<file path="src/sv/ptil_pkg.sv">
package ptil_pkg;

  // Result kinds.
  typedef enum logic [1:0] {
    KindWrite = 2'd0,
    KindStart = 2'd1,
    KindStop  = 2'd2,
    KindFail  = 2'd3
  } kind_e;

  // Configuration register indexes.
  localparam logic [1:0] CfgAddressLimit = 2'd0;
  localparam logic [1:0] CfgWordLimit    = 2'd1;
  localparam logic [1:0] CfgBlockLimit   = 2'd2;

  localparam int unsigned LimitWidth = 17;
  localparam logic [LimitWidth-1:0] LimitMax = 17'd65536;

  // Tape words and masks.
  localparam logic [17:0] HdrLoader   = 18'o327751;
  localparam logic [17:0] HdrBin      = 18'o730002;
  localparam logic [17:0] HdrAm1A     = 18'o724074;
  localparam logic [17:0] HdrAm1B     = 18'o760000;
  localparam logic [17:0] OpAm1Mask   = 18'o600000;
  localparam logic [17:0] OpBinMask   = 18'o770000;
  localparam logic [17:0] Am1AddrMask = 18'o177777;
  localparam logic [17:0] OpDio       = 18'o320000;
  localparam logic [17:0] OpAm1Start  = 18'o400000;
  localparam logic [17:0] OpJmp       = 18'o600000;
  localparam logic [7:0]  MarkBit     = 8'o200;
  localparam logic [7:0]  CharMask    = 8'o077;

  typedef struct packed {
    logic       action;
    logic [7:0] tape_char;
  } in_t;

  typedef struct packed {
    kind_e       kind;
    logic [15:0] address;
    logic [17:0] data;
    logic        last;
  } out_t;

  typedef struct packed {
    logic [LimitWidth-1:0] address_limit;
    logic [LimitWidth-1:0] word_limit;
    logic [LimitWidth-1:0] block_limit;
  } limits_t;

  // A register written above the top of memory acts as the top.
  function automatic logic [LimitWidth-1:0] cap_limit(input logic [LimitWidth-1:0] v);
    cap_limit = (v > LimitMax) ? LimitMax : v;
  endfunction

endpackage

</file>
<file path="src/sv/ptil_parser.sv">
module ptil_parser import ptil_pkg::*; (
  input  logic    clk_i,
  input  logic    rst_ni,
  input  logic    step_i,
  input  in_t     item_i,
  input  limits_t limits_i,
  output logic    res_valid_o,
  output out_t    res_o
);

  localparam logic [3:0] PhHdr1    = 4'd0;
  localparam logic [3:0] PhHdr2    = 4'd1;
  localparam logic [3:0] PhLdrA    = 4'd2;
  localparam logic [3:0] PhLdrB    = 4'd3;
  localparam logic [3:0] PhCtrl    = 4'd4;
  localparam logic [3:0] PhEndAddr = 4'd5;
  localparam logic [3:0] PhData    = 4'd6;
  localparam logic [3:0] PhCksum   = 4'd7;

  localparam logic FmtAm1 = 1'b0;
  localparam logic FmtBin = 1'b1;

  logic [3:0]  phase_q, phase_d;
  logic        fmt_q, fmt_d;
  logic [1:0]  cnt_q, cnt_d;
  logic [17:0] asm_q, asm_d;
  logic [16:0] cur_q, cur_d;
  logic [17:0] end_q, end_d;
  logic [16:0] words_q, words_d;
  logic [16:0] blocks_q, blocks_d;

  logic [17:0] word;
  logic        ctrl_en;
  logic        done;

  function automatic out_t mk_res(input kind_e k, input logic [15:0] a,
                                  input logic [17:0] d);
    out_t r;
    r.kind    = k;
    r.address = a;
    r.data    = d;
    r.last    = (k != KindWrite);
    mk_res = r;
  endfunction

  always_comb begin
    phase_d     = phase_q;
    fmt_d       = fmt_q;
    cnt_d       = cnt_q;
    asm_d       = asm_q;
    cur_d       = cur_q;
    end_d       = end_q;
    words_d     = words_q;
    blocks_d    = blocks_q;
    res_valid_o = 1'b0;
    res_o       = mk_res(KindWrite, 16'd0, 18'd0);
    ctrl_en     = 1'b0;
    word        = {asm_q[11:0], item_i.tape_char[5:0] & CharMask[5:0]};

    if (step_i) begin
      if (item_i.action) begin
        res_valid_o = 1'b1;
        res_o       = mk_res(KindFail, 16'd0, 18'd0);
      end else if ((item_i.tape_char & MarkBit) != 8'd0) begin
        if (cnt_q < 2'd2) begin
          cnt_d = cnt_q + 2'd1;
          asm_d = word;
        end else begin
          cnt_d = 2'd0;
          asm_d = 18'd0;
          unique case (phase_q)
            PhHdr1: begin
              if (word == HdrLoader) begin
                phase_d = PhHdr2;
              end else if ((word & OpAm1Mask) == 18'd0) begin
                fmt_d   = FmtAm1;
                phase_d = PhCtrl;
                ctrl_en = 1'b1;
              end else begin
                res_valid_o = 1'b1;
                res_o       = mk_res(KindFail, 16'd0, 18'd0);
              end
            end
            PhHdr2: begin
              if (word == HdrBin) begin
                fmt_d   = FmtBin;
                phase_d = PhLdrA;
              end else if (word == HdrAm1A || word == HdrAm1B) begin
                fmt_d   = FmtAm1;
                phase_d = PhLdrA;
              end else begin
                res_valid_o = 1'b1;
                res_o       = mk_res(KindFail, 16'd0, 18'd0);
              end
            end
            PhLdrA: phase_d = ((word & OpBinMask) == OpJmp) ? PhCtrl : PhLdrB;
            PhLdrB: phase_d = PhLdrA;
            PhCtrl: ctrl_en = 1'b1;
            PhEndAddr: begin
              end_d = (fmt_q == FmtAm1) ? word : {6'd0, word[11:0]};
              if (blocks_q >= limits_i.block_limit) begin
                res_valid_o = 1'b1;
                res_o       = mk_res(KindFail, 16'd0, 18'd0);
              end else begin
                blocks_d = blocks_q + 17'd1;
                phase_d  = PhData;
              end
            end
            PhData: begin
              if (cur_q >= limits_i.address_limit || words_q >= limits_i.word_limit) begin
                res_valid_o = 1'b1;
                res_o       = mk_res(KindFail, 16'd0, 18'd0);
              end else begin
                words_d = words_q + 17'd1;
                cur_d   = cur_q + 17'd1;
                if ({1'b0, cur_d} == end_q) begin
                  phase_d = (fmt_q == FmtBin) ? PhCksum : PhCtrl;
                end
                res_valid_o = 1'b1;
                res_o       = mk_res(KindWrite, cur_q[15:0], word);
              end
            end
            PhCksum: phase_d = PhCtrl;
            default: begin
              res_valid_o = 1'b1;
              res_o       = mk_res(KindFail, 16'd0, 18'd0);
            end
          endcase

          if (ctrl_en) begin
            if (fmt_d == FmtAm1) begin
              priority if ((word & OpAm1Mask) == 18'd0) begin
                cur_d   = {1'b0, word[15:0] & Am1AddrMask[15:0]};
                phase_d = PhEndAddr;
              end else if ((word & OpAm1Mask) == OpAm1Start) begin
                res_valid_o = 1'b1;
                res_o       = mk_res(KindStart, word[15:0] & Am1AddrMask[15:0], 18'd0);
              end else if ((word & OpAm1Mask) == OpAm1Mask) begin
                res_valid_o = 1'b1;
                res_o       = mk_res(KindStop, 16'd0, 18'd0);
              end else begin
                res_valid_o = 1'b1;
                res_o       = mk_res(KindFail, 16'd0, 18'd0);
              end
            end else begin
              priority if ((word & OpBinMask) == OpDio) begin
                cur_d   = {5'd0, word[11:0]};
                phase_d = PhEndAddr;
              end else if ((word & OpBinMask) == OpJmp) begin
                res_valid_o = 1'b1;
                res_o       = mk_res(KindStart, {4'd0, word[11:0]}, 18'd0);
              end else begin
                res_valid_o = 1'b1;
                res_o       = mk_res(KindFail, 16'd0, 18'd0);
              end
            end
          end
        end
      end
    end

    // A final result returns the parser to its reset state.
    done = res_valid_o && (res_o.kind != KindWrite);
    if (done) begin
      phase_d  = PhHdr1;
      fmt_d    = FmtAm1;
      cnt_d    = 2'd0;
      asm_d    = 18'd0;
      cur_d    = 17'd0;
      end_d    = 18'd0;
      words_d  = 17'd0;
      blocks_d = 17'd0;
    end
  end

  always_ff @(posedge clk_i or negedge rst_ni) begin
    if (!rst_ni) begin
      phase_q  <= PhHdr1;
      fmt_q    <= FmtAm1;
      cnt_q    <= 2'd0;
      asm_q    <= 18'd0;
      cur_q    <= 17'd0;
      end_q    <= 18'd0;
      words_q  <= 17'd0;
      blocks_q <= 17'd0;
    end else begin
      phase_q  <= phase_d;
      fmt_q    <= fmt_d;
      cnt_q    <= cnt_d;
      asm_q    <= asm_d;
      cur_q    <= cur_d;
      end_q    <= end_d;
      words_q  <= words_d;
      blocks_q <= blocks_d;
    end
  end

endmodule

</file>
<file path="src/sv/paper_tape_image_loader.sv">
// A result is registered in the output register and appears there in the cycle
// after the tape character (or end-of-tape transaction) that causes it is accepted.
// Throughput: one input transaction per cycle; input is only held back while the
// output register is full and not being taken.
// Reset (asynchronous, active low) puts the parser in its header phase and sets
// all three limits to 65536.
module paper_tape_image_loader import ptil_pkg::*; (
  input  logic                  clk_i,
  input  logic                  rst_ni,
  input  logic                  in_valid_i,
  output logic                  in_ready_o,
  input  in_t                   in_data_i,
  output logic                  out_valid_o,
  input  logic                  out_ready_i,
  output out_t                  out_data_o,
  input  logic                  cfg_valid_i,
  output logic                  cfg_ready_o,
  input  logic [1:0]            cfg_index_i,
  input  logic [LimitWidth-1:0] cfg_value_i
);

  // Limit registers hold the raw written value; capping happens on the way
  // to the parser so that a value above the memory size acts as that size.
  logic [LimitWidth-1:0] addr_lim_q, word_lim_q, block_lim_q;
  limits_t               limits;

  logic   accept;
  logic   res_valid;
  out_t   res;
  logic   out_valid_q, out_valid_d;
  out_t   out_data_q;

  // Configuration is always taken; an index past the three registers is
  // silently dropped.
  assign cfg_ready_o = 1'b1;

  always_ff @(posedge clk_i or negedge rst_ni) begin
    if (!rst_ni) begin
      addr_lim_q  <= LimitMax;
      word_lim_q  <= LimitMax;
      block_lim_q <= LimitMax;
    end else if (cfg_valid_i) begin
      unique case (cfg_index_i)
        CfgAddressLimit: addr_lim_q  <= cfg_value_i;
        CfgWordLimit:    word_lim_q  <= cfg_value_i;
        CfgBlockLimit:   block_lim_q <= cfg_value_i;
        default: ;
      endcase
    end
  end

  assign limits.address_limit = cap_limit(addr_lim_q);
  assign limits.word_limit    = cap_limit(word_lim_q);
  assign limits.block_limit   = cap_limit(block_lim_q);

  // The output register parts the two sides: a new character is taken
  // whenever the register is empty or its transaction completes this cycle.
  assign in_ready_o = !out_valid_q || out_ready_i;
  assign accept     = in_valid_i && in_ready_o;

  ptil_parser u_parser (
    .clk_i       (clk_i),
    .rst_ni      (rst_ni),
    .step_i      (accept),
    .item_i      (in_data_i),
    .limits_i    (limits),
    .res_valid_o (res_valid),
    .res_o       (res)
  );

  always_comb begin
    out_valid_d = out_valid_q;
    if (accept && res_valid) begin
      out_valid_d = 1'b1;
    end else if (out_ready_i) begin
      out_valid_d = 1'b0;
    end
  end

  always_ff @(posedge clk_i or negedge rst_ni) begin
    if (!rst_ni) begin
      out_valid_q <= 1'b0;
    end else begin
      out_valid_q <= out_valid_d;
    end
  end

  // Payload register needs no reset; it is only looked at while valid.
  always_ff @(posedge clk_i) begin
    if (accept && res_valid) begin
      out_data_q <= res;
    end
  end

  assign out_valid_o = out_valid_q;
  assign out_data_o  = out_data_q;

endmodule

</file>
<file path="config.mk">
export PLATFORM = sky130hd
export DESIGN_NAME = paper_tape_image_loader
export DESIGN_NICKNAME = d
export VERILOG_FILES = /design/src/sv/ptil_pkg.sv /design/src/sv/ptil_parser.sv /design/src/sv/paper_tape_image_loader.sv
export SDC_FILE = /design/constraint.sdc
export NUM_CORES = 1
export LEC_CHECK = 0
export ABC_AREA = 1
export BUFFER_PORTS_ARGS = -buffer_cell sky130_fd_sc_hd__buf_2
export CAP_MARGIN = 5
export CORE_UTILIZATION = 48
export DETAILED_ROUTE_END_ITERATION = 10
export PLACE_DENSITY = 0.73
export SLEW_MARGIN = 0
export SYNTH_ARGS = -nofsm -noshare
export SYNTH_HDL_FRONTEND = slang
export SYNTH_SLANG_ARGS = --single-unit
</file>
<file path="constraint.sdc">
create_clock -name clk_i -period 4.57 [get_ports clk_i]
set_input_delay 0.914 -clock clk_i [delete_from_list [all_inputs] [get_ports clk_i]]
set_output_delay 0.914 -clock clk_i [all_outputs]
set_load 0.01 [all_outputs]
</file>
Yosys cells after proc, flatten, opt, wreduce, memory -nomap -nowiden

Cells that the tools add are included.

Bits in registers: 177
Input port bits: 33
Output and inout port bits: 40
Logic and storage cells: 196

Add/subtract/negate cells: 4
Order comparisons: 7
Equal/unequal tests: 22
Mux-type cells: 119
Bitwise gates (word level): 2
Reduce and logical (&&, ||, !) cells: 26

Operator list:

| kind                                                               | number |
|---|---|
| 37-bit 2-to-1 mux                                                  | 16 |
| 17-bit 2-to-1 mux                                                  | 28 |
| 37-bit case mux with 5 select lines                                | 1 |
| 18-bit 2-to-1 mux                                                  | 7 |
| 4-bit 2-to-1 mux                                                   | 16 |
| 12-bit 2-to-1 mux                                                  | 5 |
| 18-bit == test (second input constant)                             | 3 |
| 17-bit by 1-bit adder with 17-bit output (second input constant)   | 3 |
| 17-bit >= comparator                                               | 3 |
| 17-bit greater-than comparator (second input constant)             | 3 |
| 36-bit 2-to-1 mux                                                  | 1 |
| 1-bit 2-to-1 mux                                                   | 34 |
| 4-bit case mux with 7 select lines                                 | 1 |
| 17-bit by 18-bit == test with 1-bit output                         | 1 |
| 18-bit by 17-bit == test with 1-bit output (second input constant) | 1 |
| 18-bit zero test                                                   | 1 |
| 4-bit by 3-bit == test with 1-bit output (second input constant)   | 4 |
| 2-bit 2-to-1 mux                                                   | 6 |
| 6-bit AND reduction                                                | 2 |
| 2-bit nonzero test                                                 | 6 |
| 4-bit by 2-bit == test with 1-bit output (second input constant)   | 2 |
| 2-bit by 1-bit != test with 1-bit output (second input constant)   | 4 |
| 4-bit OR reduction                                                 | 2 |
| 2-bit == test (second input constant)                              | 3 |
| 19 further kinds                                                   | 27 |

Longest topological paths before layout

Gate-level depths: netlist of run 1.

Depth in word-level cells: 19
Mapped depth: 26

Modules after synthesis

From an unflattened synthesis of run 1, not the netlist that was laid out.

Cell total of the unflattened synthesis: 1628
Area total of the unflattened synthesis: 11882.6 µm²

By module, submodules not included:

| module                  | times used | cells an instance | area an instance (µm²) | sequential area each (µm²) |
|---|---|---|---|---|
| ptil_parser             | 1          | 1243              | 7906.3                 | 2202.1 |
| paper_tape_image_loader | 1          | 385               | 3976.3                 | 2416.1 |

Least setup slack after synthesis of run 1

OpenSTA, ideal clock, no wires.

Path kind: register to register
Start: register block_lim_q[1]
End: register out_data_q, in the netlist out_data_o[0] (enable)
Setup time: 0.511 ns
Data arrival time: 3.526 ns
Required time: 4.059 ns
Slack: 0.533 ns
Cell stages (with the launch flop): 18
Clock period less this slack: 4.037 ns
Path through: dfrtp_1 > or4_1 > nor4_1 > a31oi_1 > inv_1 > clkbuf_1 > nand2_1 > ha_1 > a21oi_1 > nor2_1 > nor2_1 > a21oi_1 > o21ai_0 > nand3_1 > a21oi_2 > nand3_1 > nand2_1 > nand2_1

Word-level cells in the longest chain between the ends: 13
Elaborated cells on any way between the ends: 14
Those cells by class: order compare (2); mux (11); reduce/logical (1)

RTL lines:

| element                                    | RTL line                               | RTL |
|---|---|---|
| start, declared                            | paper_tape_image_loader.sv:24          | `logic [LimitWidth-1:0] addr_lim_q, word_lim_q, block_lim_q;` |
| start signal, assigned                     | paper_tape_image_loader.sv:41          | `block_lim_q <= LimitMax;` |
| start signal, assigned                     | paper_tape_image_loader.sv:46          | `CfgBlockLimit: block_lim_q <= cfg_value_i;` |
| 17-bit greater-than comparator             | ptil_pkg.sv:53                         | `cap_limit = (v > LimitMax) ? LimitMax : v;` |
| 17-bit 2-to-1 mux (*)                      | ptil_pkg.sv:53                         |  |
| 17-bit >= comparator (*)                   | ptil_parser.sv:101                     | `if (blocks_q >= limits_i.block_limit) begin` |
| 1-bit 2-to-1 mux (*)                       | ptil_parser.sv:101                     |  |
| 1-bit case mux with 4 select lines (*)     | ptil_parser.sv:71                      | `unique case (phase_q)` |
| 1-bit 2-to-1 mux, on equally long branches | ptil_parser.sv:132, ptil_parser.sv:146 |  |
| 1-bit 2-to-1 mux                           | ptil_parser.sv:131                     | `if (fmt_d == FmtAm1) begin` |
| 1-bit 2-to-1 mux (*)                       | ptil_parser.sv:130                     | `if (ctrl_en) begin` |
| 1-bit 2-to-1 mux (*)                       | ptil_parser.sv:65                      | `if (cnt_q < 2'd2) begin` |
| 1-bit 2-to-1 mux (*)                       | ptil_parser.sv:64                      | `end else if ((item_i.tape_char & MarkBit) != 8'd0) begin` |
| 1-bit 2-to-1 mux (*)                       | ptil_parser.sv:61                      | `if (item_i.action) begin` |
| 1-bit 2-to-1 mux (*)                       | ptil_parser.sv:60                      | `if (step_i) begin` |
| 1-bit logical AND (*)                      | paper_tape_image_loader.sv:90          | `if (accept && res_valid) begin` |
| end signal, assigned                       | paper_tape_image_loader.sv:91          | `out_data_q <= res;` |
| end, declared                              | paper_tape_image_loader.sv:31          | `out_t out_data_q;` |

Every way passes the cells marked *; elsewhere a longest branch is shown, timed or not.
A chain may end at the register's enable or synchronous reset.

Final worst setup path of run 1

Start: register block_lim_q[1]
End: register u_parser.asm_q[6]

Word-level cells in the longest chain between the ends: 16
Elaborated cells on any way between the ends: 30
Those cells by class: order compare (2); eq/ne (1); mux (22); reduce/logical (5)

RTL lines:

| element                                                                                         | RTL line                               | RTL |
|---|---|---|
| 17-bit greater-than comparator                                                                  | ptil_pkg.sv:53                         |  |
| 17-bit 2-to-1 mux (*)                                                                           | ptil_pkg.sv:53                         |  |
| 17-bit >= comparator (*)                                                                        | ptil_parser.sv:101                     |  |
| 37-bit 2-to-1 mux                                                                               | ptil_parser.sv:101                     |  |
| 37-bit case mux with 5 select lines                                                             | ptil_parser.sv:71                      |  |
| 37-bit 2-to-1 mux, on equally long branches                                                     | ptil_parser.sv:132, ptil_parser.sv:146 |  |
| 37-bit 2-to-1 mux                                                                               | ptil_parser.sv:131                     |  |
| 37-bit 2-to-1 mux                                                                               | ptil_parser.sv:130                     |  |
| 37-bit 2-to-1 mux                                                                               | ptil_parser.sv:65                      |  |
| 37-bit 2-to-1 mux                                                                               | ptil_parser.sv:64                      |  |
| 37-bit 2-to-1 mux                                                                               | ptil_parser.sv:61                      |  |
| 37-bit 2-to-1 mux                                                                               | ptil_parser.sv:60                      |  |
| 2-bit nonzero test                                                                              | ptil_parser.sv:163                     | `done = res_valid_o && (res_o.kind != KindWrite);` |
| 1-bit logical AND (*)                                                                           | ptil_parser.sv:163                     |  |
| 2-bit by 1-bit != test with 1-bit output (no source line) or 2-bit nonzero test (tied branches) | -                                      |  |
| 3-bit AND reduction (no source line)                                                            | -                                      |  |
| end signal, assigned                                                                            | ptil_parser.sv:190                     | `asm_q <= asm_d;` |
| end, declared                                                                                   | ptil_parser.sv:26                      | `logic [17:0] asm_q, asm_d;` |

Marks and branches as above.

==> reports/metrics.yaml, run 1 <==
clock_network:
  cts_buffers: 17
  cts_resized: 0
  htreeDepth: 4
  clock_sinks: 177
  post_cts_buffers: 0
  cts.reportedPaths.clkPinSlew_ns: 0.07
  cts_max_path_buffers: 2
  clock_latency_ns: 0.44
  cts-root-buf: "clkbuf_16"
  cts_tree: "built"
  ctsHoldBuffers: 0
yosys:
  synth_top_area_cell: "dfrtp_1"
  synth_cell_types: 48
  async_flop_share: 0.791
  syn_avg_cell_area_um2: 7.77
  synth_area_um2: 10900
  yosys.area.top_type_share: 0.313
  synth-edff-count: 37
  synth_area_leaders: "dfrtp_1 (31%), nand2_1 (13%), edfxtp_1 (10%)"
  yosys_most_used_dff: "dfrtp_1"
  synth_warnings: 0
  ys_seq_area_frac: 0.422
  synth-seq-cells: 177
  synth_fp_nets: 1496
  synthCells: 1408
worst_setup_path:
  crit_top_cell: "nand2_1"
  r2r_start: "block_lim_q[1]"
  cpLargestDelayFamily: "simple AND/OR/NAND/NOR gates"
  path_cells: "or4_1 -> nor4_1 -> a31oi_1 -> inv_1 -> nand2_1 -> ha_1 -> a21oi_1 -> nor2_1 -> nor2_1 -> a21oi_1 -> o21ai_0 -> nand3_1 -> a21oi_2 -> nand2_1 -> clkinv_1 -> nand2_1 -> nand2_2 -> nand3_1 -> o21ai_0"
  cp_slowest_stage_delay_ns: 0.52
  cp_num_buf_inv: 2
  critical_path.startpoint_type: "flip-flop"
  critPathCaptureType: "flip-flop"
  path_class: "flip-flop to flip-flop"
  timing.rr.end: "u_parser.asm_q[6]"
  critPathRequiredTime_ns: 4.90
  reg2reg_depth: 19
  arrival_ns: 4.48
  crit_path_max_fanout: 15
  cp_num_cells: 19
  crit_slowest_cell: "or4_1"
  ff2ff_setup_slack_ns: 0.42
finish:
  multi_input_area_um2: 5540
  n_fill_cell: 1985
  register_area_um2: 4620
  final_layout_size_suffix_gt1_frac: 0.135
  n_antenna_cell: 0
  final_common_cell: "nand2_1"
  final_cell_mix: "nand2_1 (379), dfrtp_1 (137), inv_1 (125)"
  layout.cells.non_filler: 1749
  nets: 1544
  synthToLayoutAreaGrowth_pct: 11.4
placed_design:
  hpwl_mm: 20.6
  dpl_worst_slack_ns: 0.491
  placed_cells: 1716
  place_congestion: 0.919
  numPortBuffers: 70
floorplanning:
  core_area_um2: 22100
  chipWidth_um: 153
  fp-row-count: 54
  die-area_um2: 23400
  fp.dieH_um: 153
  start_util: 0.495
  ios: 73
min_path:
  whs_path_depth: 1
  hold_start: "u_parser.cnt_q[0]"
  hp-class: "flip-flop to flip-flop"
  holdPathEnd: "u_parser.cnt_q[0]"
detailed_routing:
  detail-route-antenna-nets: 0
  drc: 0
  drtPass1Iterations: 6
  drt_wl_total_mm: 28.2
  via_per_inst: 5.68
  drt_first_iter_violations: 914
  vias: 9940
  wl_per_cell_um: 16.1
timing:
  slew_viol_final: 0
  hold_viol: 0
  hold_slack_ns: 0.471
  totalNegativeSetupSlack_ns: 0
  relSlewSlack: 0.324
  finClkSkew_ns: 0.00954
  rsz0062_at_grt: "no"
  setup_violations: 0
  fin_crit_sh: 0.908
  finalCriticalPeriod_ns: 4.15
  timing.final.ws_setup_ns: 0.422
  clock.fmax_mhz: 241
  worst-slew-pin-transition_ns: 1.01
pwr:
  power_per_cell_area_nw_per_um2: 372
  p_switching_uw: 1500
  swShare: 0.331
  combPwrFrac: 0.225
  power_uw: 4530
  p_int_uw: 3030
  power_frac_seq: 0.417
  vdd_drop_max_uv: 228
  p_clk_frac: 0.358
  leakage_uw: 0.00547
grt:
  grt_max_degree: 74
  grt_pass1_vias: 9288
  track_usage: 0.252
  grt_remaining_overflow: 0
  grt_pass1_wl_mm: 47.1
  antenna_found_initial: 0
job:
  drv_cap: 0
run_status:
  status: "finished, final reports clean"
[worst max path at each step]
| stage | startpoint | to |
|---|---|---|
| floorplan | block_lim_q[1] | out_data_o[0] |
| global placement | block_lim_q[1] | u_parser.asm_q[7] |
| detailed placement | block_lim_q[1] | u_parser.asm_q[0] |
| CTS | block_lim_q[1] | u_parser.asm_q[0] |
| global route | word_lim_q[12] | u_parser.asm_q[0] |
| finish | block_lim_q[1] | u_parser.asm_q[6] |
[through the flow]
| stage | area (um^2) | util |
|---|---|---|
| after CTS | 12200 | 0.552 |
| after detailed placement | 11500 | 0.522 |
| after floorplan | 10900 | - |
| final | 12200 | 0.552 |
| after global placement | 11500 | 0.522 |
| after global routing | 12200 | 0.552 |
[cell usage after synthesis (2+ instances only)]
| master | number |
|---|---|
| inv_1 | 125 |
| ha_1 | 55 |
| nor2_1 | 100 |
| nor2_2 | 22 |
| buf_4 | 2 |
| edfxtp_1 | 37 |
| or2_2 | 5 |
| nand3b_1 | 7 |
| clkbuf_2 | 3 |
| nand2_1 | 379 |
| nor3b_2 | 4 |
| nand4_1 | 51 |
| o211ai_1 | 11 |
| and2_0 | 2 |
| o22ai_1 | 2 |
| xor2_1 | 18 |
| buf_2 | 10 |
| clkbuf_1 | 35 |
| buf_1 | 2 |
| buf_6 | 7 |
| dfrtp_1 | 137 |
| nor4_1 | 16 |
| nand3_2 | 2 |
| nand2_4 | 2 |
| o21bai_1 | 2 |
| a31oi_1 | 6 |
| nand3_1 | 106 |
| or4_1 | 3 |
| o21ai_0 | 124 |
| nand2_2 | 3 |
| dfstp_2 | 3 |
| a21oi_2 | 31 |
| clkinv_1 | 3 |
| a21oi_1 | 57 |
| nor3_1 | 15 |
| xnor2_1 | 9 |
[power groups by stage]
stage / clock network, uW / logic (uW) / registers (uW)
global route: 1690 / 1150 / 1910
detailed placement: 0 / 1000 / 1910
finish: 1620 / 1020 / 1890
global placement: 0 / 973 / 1910
floorplan: 0 / 724 / 1870
CTS: 1630 / 1010 / 1890
[kinds of logic (layout without fill, tap and decap cells)]
| family | after synthesis | count (layout) | synth area share |
|---|---|---|---|
| and+or+nand+nor | 722 | 722 | 0.296 |
| AOI/OAI and AO/OA | 236 | 236 | 0.123 |
| buffers and inverters | 189 | 250 | 0.0722 |
| DFF | 177 | 177 | 0.422 |
| adders and majority gates | 55 | 55 | 0.0629 |
| xor gates and xnor gates | 28 | 28 | 0.0238 |
| other | 1 | 1 | 0.000343 |
[routing by layer]
layer | wire length (um) | track usage
met5 | 0 | 0
met4 | 768 | 0.0914
met3 | 2230 | 0.0360
met2 | 12900 | 0.402
met1 | 12300 | 0.349
[sequential cells by signal, summed over array words and instances (netlist names), 2 cells and up]
| signal | cells |
|---|---|
| out_data_o | 37 |
| block_lim_q | 17 |
| u_parser.asm_q | 12 |
| addr_lim_q | 17 |
| u_parser.phase_q | 4 |
| u_parser.end_q | 18 |
| word_lim_q | 17 |
| u_parser.blocks_q | 17 |
| u_parser.words_q | 17 |
| u_parser.cur_q | 17 |
| u_parser.cnt_q | 2 |
[final cells by class]
type | instances | share of cell area
sequential | 177 | 0.379
multi-input combinational | 1042 | 0.454
timing repair buffer | 88 | 0.0442
clock buffer | 19 | 0.0372
clock inverter | 13 | 0.0161
tap | 280 | 0.0287
inverter | 130 | 0.0404
No activity file was read; power rests on OpenSTA's default activity.
==> inputs of run 2 (changes only) <==
--- a/config.mk
+++ b/config.mk
@@ -5,12 +5,11 @@
 export SDC_FILE = /design/constraint.sdc
 export NUM_CORES = 1
 export LEC_CHECK = 0
-export ABC_AREA = 1
 export BUFFER_PORTS_ARGS = -buffer_cell sky130_fd_sc_hd__buf_2
 export CAP_MARGIN = 5
 export CORE_UTILIZATION = 48
 export DETAILED_ROUTE_END_ITERATION = 10
-export PLACE_DENSITY = 0.73
+export PLACE_DENSITY = 0.74
 export SLEW_MARGIN = 0
 export SYNTH_ARGS = -nofsm -noshare
 export SYNTH_HDL_FRONTEND = slang
==> reports/metrics.yaml, run 2 <==
floorplanning:
  chipWidth_um: 149  # -2.7%
  fp-row-count: 53  # -1.9%
  die-area_um2: 22200  # -5.3%
  core_area_um2: 21100  # -4.6%
  ios: 73  # unchanged
  fp.dieH_um: 149  # -2.7%
  start_util: 0.491  # -0.00407
detailed_routing:
  drt_wl_total_mm: 27.0  # -4.2%
  drtPass1Iterations: 6  # unchanged
  vias: 8633  # -13%
  drc: 0  # unchanged
  via_per_inst: 6.08  # +7.0%
  detail-route-antenna-nets: 0  # unchanged
  wl_per_cell_um: 19.0  # +18%
  drt_first_iter_violations: 717  # -22%
worst_setup_path:
  arrival_ns: 4.44  # -0.04 ns
  path_class: "flip-flop to flip-flop"
  cpLargestDelayFamily: "simple AND/OR/NAND/NOR gates"
  path_cells: "nor4_1 -> a41o_1 -> nand2_1 -> ha_1 -> nand4_1 -> nor4_1 -> nand2_1 -> a31oi_1 -> a2111oi_4 -> nand2_2 -> a21o_2 -> buf_4 -> nor2_1"
  cp_slowest_stage_delay_ns: 0.63  # +0.11 ns
  critical_path.startpoint_type: "flip-flop"
  crit_path_max_fanout: 25  # +10
  critPathCaptureType: "flip-flop"
  crit_slowest_cell: "nor4_1"
  cp_num_buf_inv: 1  # -1
  critPathRequiredTime_ns: 4.88  # -0.02 ns
timing:
  setup_violations: 0  # unchanged
  hold_slack_ns: 0.541  # +0.0698 ns
  hold_viol: 0  # unchanged
  finalCriticalPeriod_ns: 4.13  # -0.0208 ns
  finClkSkew_ns: 0.0133  # +0.00379 ns
  rsz0062_at_grt: "no"
  clock.fmax_mhz: 242  # +0.50%
  fin_crit_sh: 0.903  # -0.00455
  worst-slew-pin-transition_ns: 1.21  # +0.204 ns
  slew_viol_final: 0  # unchanged
  totalNegativeSetupSlack_ns: 0  # unchanged
  relSlewSlack: 0.190  # -0.134
clock_network:
  post_cts_buffers: 0  # unchanged
  cts-root-buf: "clkbuf_16"
  ctsHoldBuffers: 0  # unchanged
  cts_tree: "built"
  htreeDepth: 4  # unchanged
  cts_resized: 0  # unchanged
  cts_buffers: 17  # unchanged
  cts_max_path_buffers: 2  # unchanged
  cts.reportedPaths.clkPinSlew_ns: 0.07  # about the same
  clock_sinks: 177  # unchanged
  clock_latency_ns: 0.44  # about the same
grt:
  antenna_found_initial: 1  # +1
  grt_pass1_wl_mm: 43.4  # -7.9%
  track_usage: 0.252  # +0.000354
  grt_remaining_overflow: 0  # unchanged
  grt_pass1_vias: 8197  # -12%
  grt_max_degree: 111  # +50%
yosys:
  yosys.cell_count.top_type: "dfrtp_1"
  synth_warnings: 0  # unchanged
  netlist_top_cells_count: "dfrtp_1 (137), nand2_1 (124), nor2_1 (103)"
  synth-seq-cells: 177  # unchanged
  ys_seq_area_frac: 0.446  # +0.0238
  synth_area_um2: 10400  # -5.3%
  synth_cell_types: 78  # +63%
  synth_top_area_cell: "dfrtp_1"
  synthCells: 1090  # -23%
  synth_fp_nets: 1178  # -21%
  yosys.area.top_type_share: 0.331  # +0.0177
  synth-edff-count: 37  # unchanged
  synth_area_leaders: "dfrtp_1 (33%), edfxtp_1 (11%), ha_1 (6.6%)"
  async_flop_share: 0.791  # unchanged
  syn_avg_cell_area_um2: 9.51  # +22%
  yosys_most_used_dff: "dfrtp_1"
job:
  drv_cap: 0  # unchanged
finish:
  final_common_cell: "dfrtp_1"
  synthToLayoutAreaGrowth_pct: 11.5
  n_antenna_cell: 0  # unchanged
  largest_reg_flops: 37  # unchanged
  final_cell_mix: "dfrtp_1 (137), nand2_1 (124), nor2_1 (101)"
  final_layout_size_suffix_gt1_frac: 0.177  # +0.0425
  nets: 1220  # -21%
pwr:
  leakage_uw: 0.00481  # -12%
  vdd_drop_max_uv: 190  # -17%
  power_uw: 4240  # -6.3%
  power_per_cell_area_nw_per_um2: 367  # -1.2%
placed_design:
  hpwl_mm: 18.9  # -7.9%
  numPortBuffers: 70  # unchanged
  place_congestion: 0.893  # -2.8%
min_path:
  hp-class: "flip-flop to flip-flop"
run_status:
  status: "finished, final reports clean"
run 2: metal layers:
layer  up-vias  wire length, um  GRT usage
met5         -               13          0
met4         2              561     0.0888
met3        59             1450     0.0437
met2       293            13400      0.416
met1      4237            11500      0.333
li1       4042                -          -
run 2: kinds of logic (layout without fill, tap and decap cells):
| group | Yosys count | after routing | share of synthesized area |
|---|---|---|---|
| adders and majority gates | 55 | 55 | 0.0664 |
| xor gates and xnor gates | 49 | 49 | 0.0414 |
| other | 1 | 1 | 0.000362 |
| DFF | 177 | 177 | 0.446 |
| AOI/OAI and AO/OA | 217 | 217 | 0.139 |
| muxes | 52 | 52 | 0.0563 |
| buffers and inverters | 94 | 149 | 0.0390 |
| and+or+nand+nor | 445 | 445 | 0.212 |
run 2: cell type report:
type | count | area, um^2
Clock inverter | 14 | 178
Multi-Input combinational cell | 819 | 5360
Clock buffer | 18 | 429
Tap cell | 275 | 344
Inverter | 26 | 97.6
Timing Repair Buffer | 91 | 527
Sequential cell | 177 | 4620
Fill cell | 1857 | 9530
run 2: power breakdown:
| group | leakage [uW] | internal, uW | switching [uW] | total [uW] |
|---|---|---|---|---|
| clock network | 0.000298 | 873 | 657 | 1530 |
| registers | 0.00219 | 1740 | 169 | 1910 |
| logic | 0.00232 | 322 | 479 | 801 |
run 2: worst paths after layout:
path / slack [ns] / end / startpoint / depth (start not counted)
worst max-delay path: 0.44 / u_parser.words_q[16] / block_lim_q[8] / 13
worst min-delay path: 0.54 / u_parser.end_q[15] / u_parser.end_q[15] / 2
worst max register to register: 0.44 / u_parser.words_q[16] / block_lim_q[8] / 13
worst min register to register: 0.54 / u_parser.end_q[15] / u_parser.end_q[15] / 2
max in group asynchronous: 2.89 / u_parser.end_q[14] / rst_ni / 2
min in group asynchronous: 0.62 / u_parser.blocks_q[10] / rst_ni / 1
run 2: stage by stage:
stage	std cells	setup slack, ns	utilization	instance area, um^2
6_report	1420	0.443	0.548	11600
4_1_cts	1420	0.448	0.548	11600
2_1_floorplan	1090	0.485	-	10400
3_5_place_dp	1388	0.449	0.519	10900
5_1_grt	1420	0.128	0.548	11600
3_3_place_gp	1388	0.556	0.519	10900
run 2: worst register-to-register path, delay by kind of cell (launching register included):
kind            cells  cell delay [ns]
simple gates        7             1.50
compound gates      4             1.46
flops               1             0.40
buf+inv             1             0.34
fa+ha+maj           1             0.29
==> inputs of run 3 (changes only) <==
--- a/config.mk
+++ b/config.mk
@@ -5,12 +5,13 @@
 export SDC_FILE = /design/constraint.sdc
 export NUM_CORES = 1
 export LEC_CHECK = 0
-export BUFFER_PORTS_ARGS = -buffer_cell sky130_fd_sc_hd__buf_2
+export BUFFER_PORTS_ARGS = -buffer_cell sky130_fd_sc_hd__buf_4
 export CAP_MARGIN = 5
 export CORE_UTILIZATION = 48
 export DETAILED_ROUTE_END_ITERATION = 10
-export PLACE_DENSITY = 0.74
+export PLACE_DENSITY_LB_ADDON = 0.25
 export SLEW_MARGIN = 0
 export SYNTH_ARGS = -nofsm -noshare
 export SYNTH_HDL_FRONTEND = slang
 export SYNTH_SLANG_ARGS = --single-unit
+export TNS_END_PERCENT = 20
==> reports/metrics.yaml, run 3 (synthesized netlist as in run 2, its figures left out) <==
run_status:
  status: "finished, final reports clean"
clock_network:
  post_cts_buffers: 0  # unchanged
  clock_sinks: 177  # unchanged
  cts_tree: "built"
  cts_resized: 0  # unchanged
  clock_latency_ns: 0.44  # about the same
  ctsHoldBuffers: 0  # unchanged
  cts_max_path_buffers: 2  # unchanged
  cts_buffers: 17  # unchanged
  cts-root-buf: "clkbuf_16"
  cts.reportedPaths.clkPinSlew_ns: 0.08  # about the same
  htreeDepth: 4  # unchanged
detailed_routing:
  drt_wl_total_mm: 27.4  # +1.5%
  drt_first_iter_violations: 675  # -5.9%
  drtPass1Iterations: 5  # -1
  vias: 8531  # -1.2%
  detail-route-antenna-nets: 0  # unchanged
  drc: 0  # unchanged
  via_per_inst: 6.01  # -1.1%
  wl_per_cell_um: 19.3  # +1.5%
worst_setup_path:
  timing.rr.end: "u_parser.phase_q[0]"
  critical_path.startpoint_type: "flip-flop"
  cp_slowest_stage_delay_ns: 0.44  # -0.19 ns
  path_cells: "nor4_1 -> a41o_1 -> nand2_1 -> ha_1 -> a21oi_1 -> o21ai_0 -> a221oi_1 -> nand4_1 -> buf_4 -> a2111oi_4 -> nand2_2 -> a21o_2 -> buf_4 -> a221oi_2"
  cpLargestDelayFamily: "compound AO/OA/AOI/OAI gates"
  ff2ff_setup_slack_ns: 0.61  # +0.17 ns
  critPathCaptureType: "flip-flop"
  path_class: "flip-flop to flip-flop"
  cp_num_buf_inv: 2  # +1
  r2r_start: "word_lim_q[11]"
  arrival_ns: 4.29  # -0.15 ns
  crit_slowest_cell: "a41o_1"
  critPathRequiredTime_ns: 4.90  # +0.02 ns
  reg2reg_depth: 14  # +1
  crit_top_cell: "buf_4"
  crit_path_max_fanout: 20  # -20%
grt:
  track_usage: 0.259  # +0.00651
  grt_pass1_vias: 8440  # +3.0%
  antenna_found_initial: 0  # -1
  grt_remaining_overflow: 0  # unchanged
  grt_max_degree: 86  # -23%
  grt_pass1_wl_mm: 44.7  # +3.0%
pwr:
  vdd_drop_max_uv: 253  # +33%
  leakage_uw: 0.00487  # +1.4%
  power_per_cell_area_nw_per_um2: 366  # -0.40%
timing:
  finalCriticalPeriod_ns: 3.96  # -0.171 ns
  slew_viol_final: 0  # unchanged
  hold_slack_ns: 0.527  # -0.0133 ns
  relSlewSlack: 0.188  # -0.00266
  fin_crit_sh: 0.866  # -0.0375
  finClkSkew_ns: 0.0182  # +0.00487 ns
  worst-slew-pin-transition_ns: 1.22  # +0.00399 ns
  setup_violations: 0  # unchanged
  clock.fmax_mhz: 253  # +4.3%
  timing.final.ws_setup_ns: 0.614  # +0.171 ns
  rsz0062_at_grt: "no"
  hold_viol: 0  # unchanged
  totalNegativeSetupSlack_ns: 0  # unchanged
finish:
  largest_reg_flops: 37  # unchanged
  nets: 1219  # -0.082%
  n_antenna_cell: 0  # unchanged
  final_layout_size_suffix_gt1_frac: 0.177  # about the same
  final_util: 0.557  # +0.00937
  final_common_cell: "dfrtp_1"
  final_cell_mix: "dfrtp_1 (137), nand2_1 (124), nor2_1 (101)"
  synthToLayoutAreaGrowth_pct: 13.4
  design_area_um2: 11800  # +1.7%
placed_design:
  place_congestion: 0.910  # +1.9%
  numPortBuffers: 70  # unchanged
  hpwl_mm: 19.2  # +1.3%
  dpl_worst_slack_ns: 0.574  # +0.125 ns
  place_area_um2: 11100  # +1.6%
floorplanning:
  fp-row-count: 53  # unchanged
  core_area_um2: 21100  # unchanged
  ios: 73  # unchanged
  start_util: 0.491  # unchanged
  chipWidth_um: 149  # unchanged
  die-area_um2: 22200  # unchanged
  fp.dieH_um: 149  # unchanged
job:
  drv_cap: 0  # unchanged
min_path:
  hp-class: "input port to asynchronous set/reset pin"
-- run 3: layer usage --
metal	vias up	track usage	part of all wire
met4	0	0.0837	0.021
met2	290	0.420	0.48
met3	60	0.0419	0.058
li1	4032	-	-
met5	-	0	0
met1	4149	0.352	0.44
-- run 3: worst max-delay path by stage --
stage | start | end | slack [ns] | depth (start not counted)
after floorplan | block_lim_q[3] | out_data_o[0] | 0.49 | 12
after global placement | in_data_i[3] | out_data_o[19] | 0.62 | 9
after detailed placement | in_data_i[3] | out_data_o[19] | 0.57 | 9
after CTS | word_lim_q[11] | u_parser.phase_q[0] | 0.61 | 14
after global routing | word_lim_q[11] | u_parser.phase_q[1] | 0.31 | 13
final | word_lim_q[11] | u_parser.phase_q[0] | 0.61 | 14
-- run 3: power by group --
group	switching [uW]	total, uW	internal (uW)	leakage [uW]
sequential	170	1910	1740	0.00219
combinational	481	817	337	0.00238
clock	715	1570	854	0.000310
total	1370	4300	2930	0.00487
-- run 3: per-stage QoR --
step | instances | power [uW]
floorplan | 1090 | 2460
detailed placement | 1387 | 2740
global placement | 1387 | 2720
finish | 1419 | 4300
global route | 1419 | 4490
CTS | 1419 | 4310
-- run 3: worst reg2reg max path, stage by stage (launching register included) --
cell and delay (ns):
dfrtp_1 0.40, nor4_1 0.40, a41o_1 0.44, nand2_1 0.10
ha_1 0.33, a21oi_1 0.14, o21ai_0 0.16, a221oi_1 0.32
nand4_1 0.13, buf_4 0.20, a2111oi_4 0.33, nand2_2 0.11
a21o_2 0.35, buf_4 0.26, a221oi_2 0.19
-- run 3: layout make-up --
cell class | instances | area [um^2]
tap | 275 | 344
clock buffer | 18 | 439
inverter | 26 | 97.6
timing repair buffer | 90 | 704
fill | 1890 | 9330
multi-input combinational | 819 | 5360
sequential | 177 | 4620
clock inverter | 14 | 188
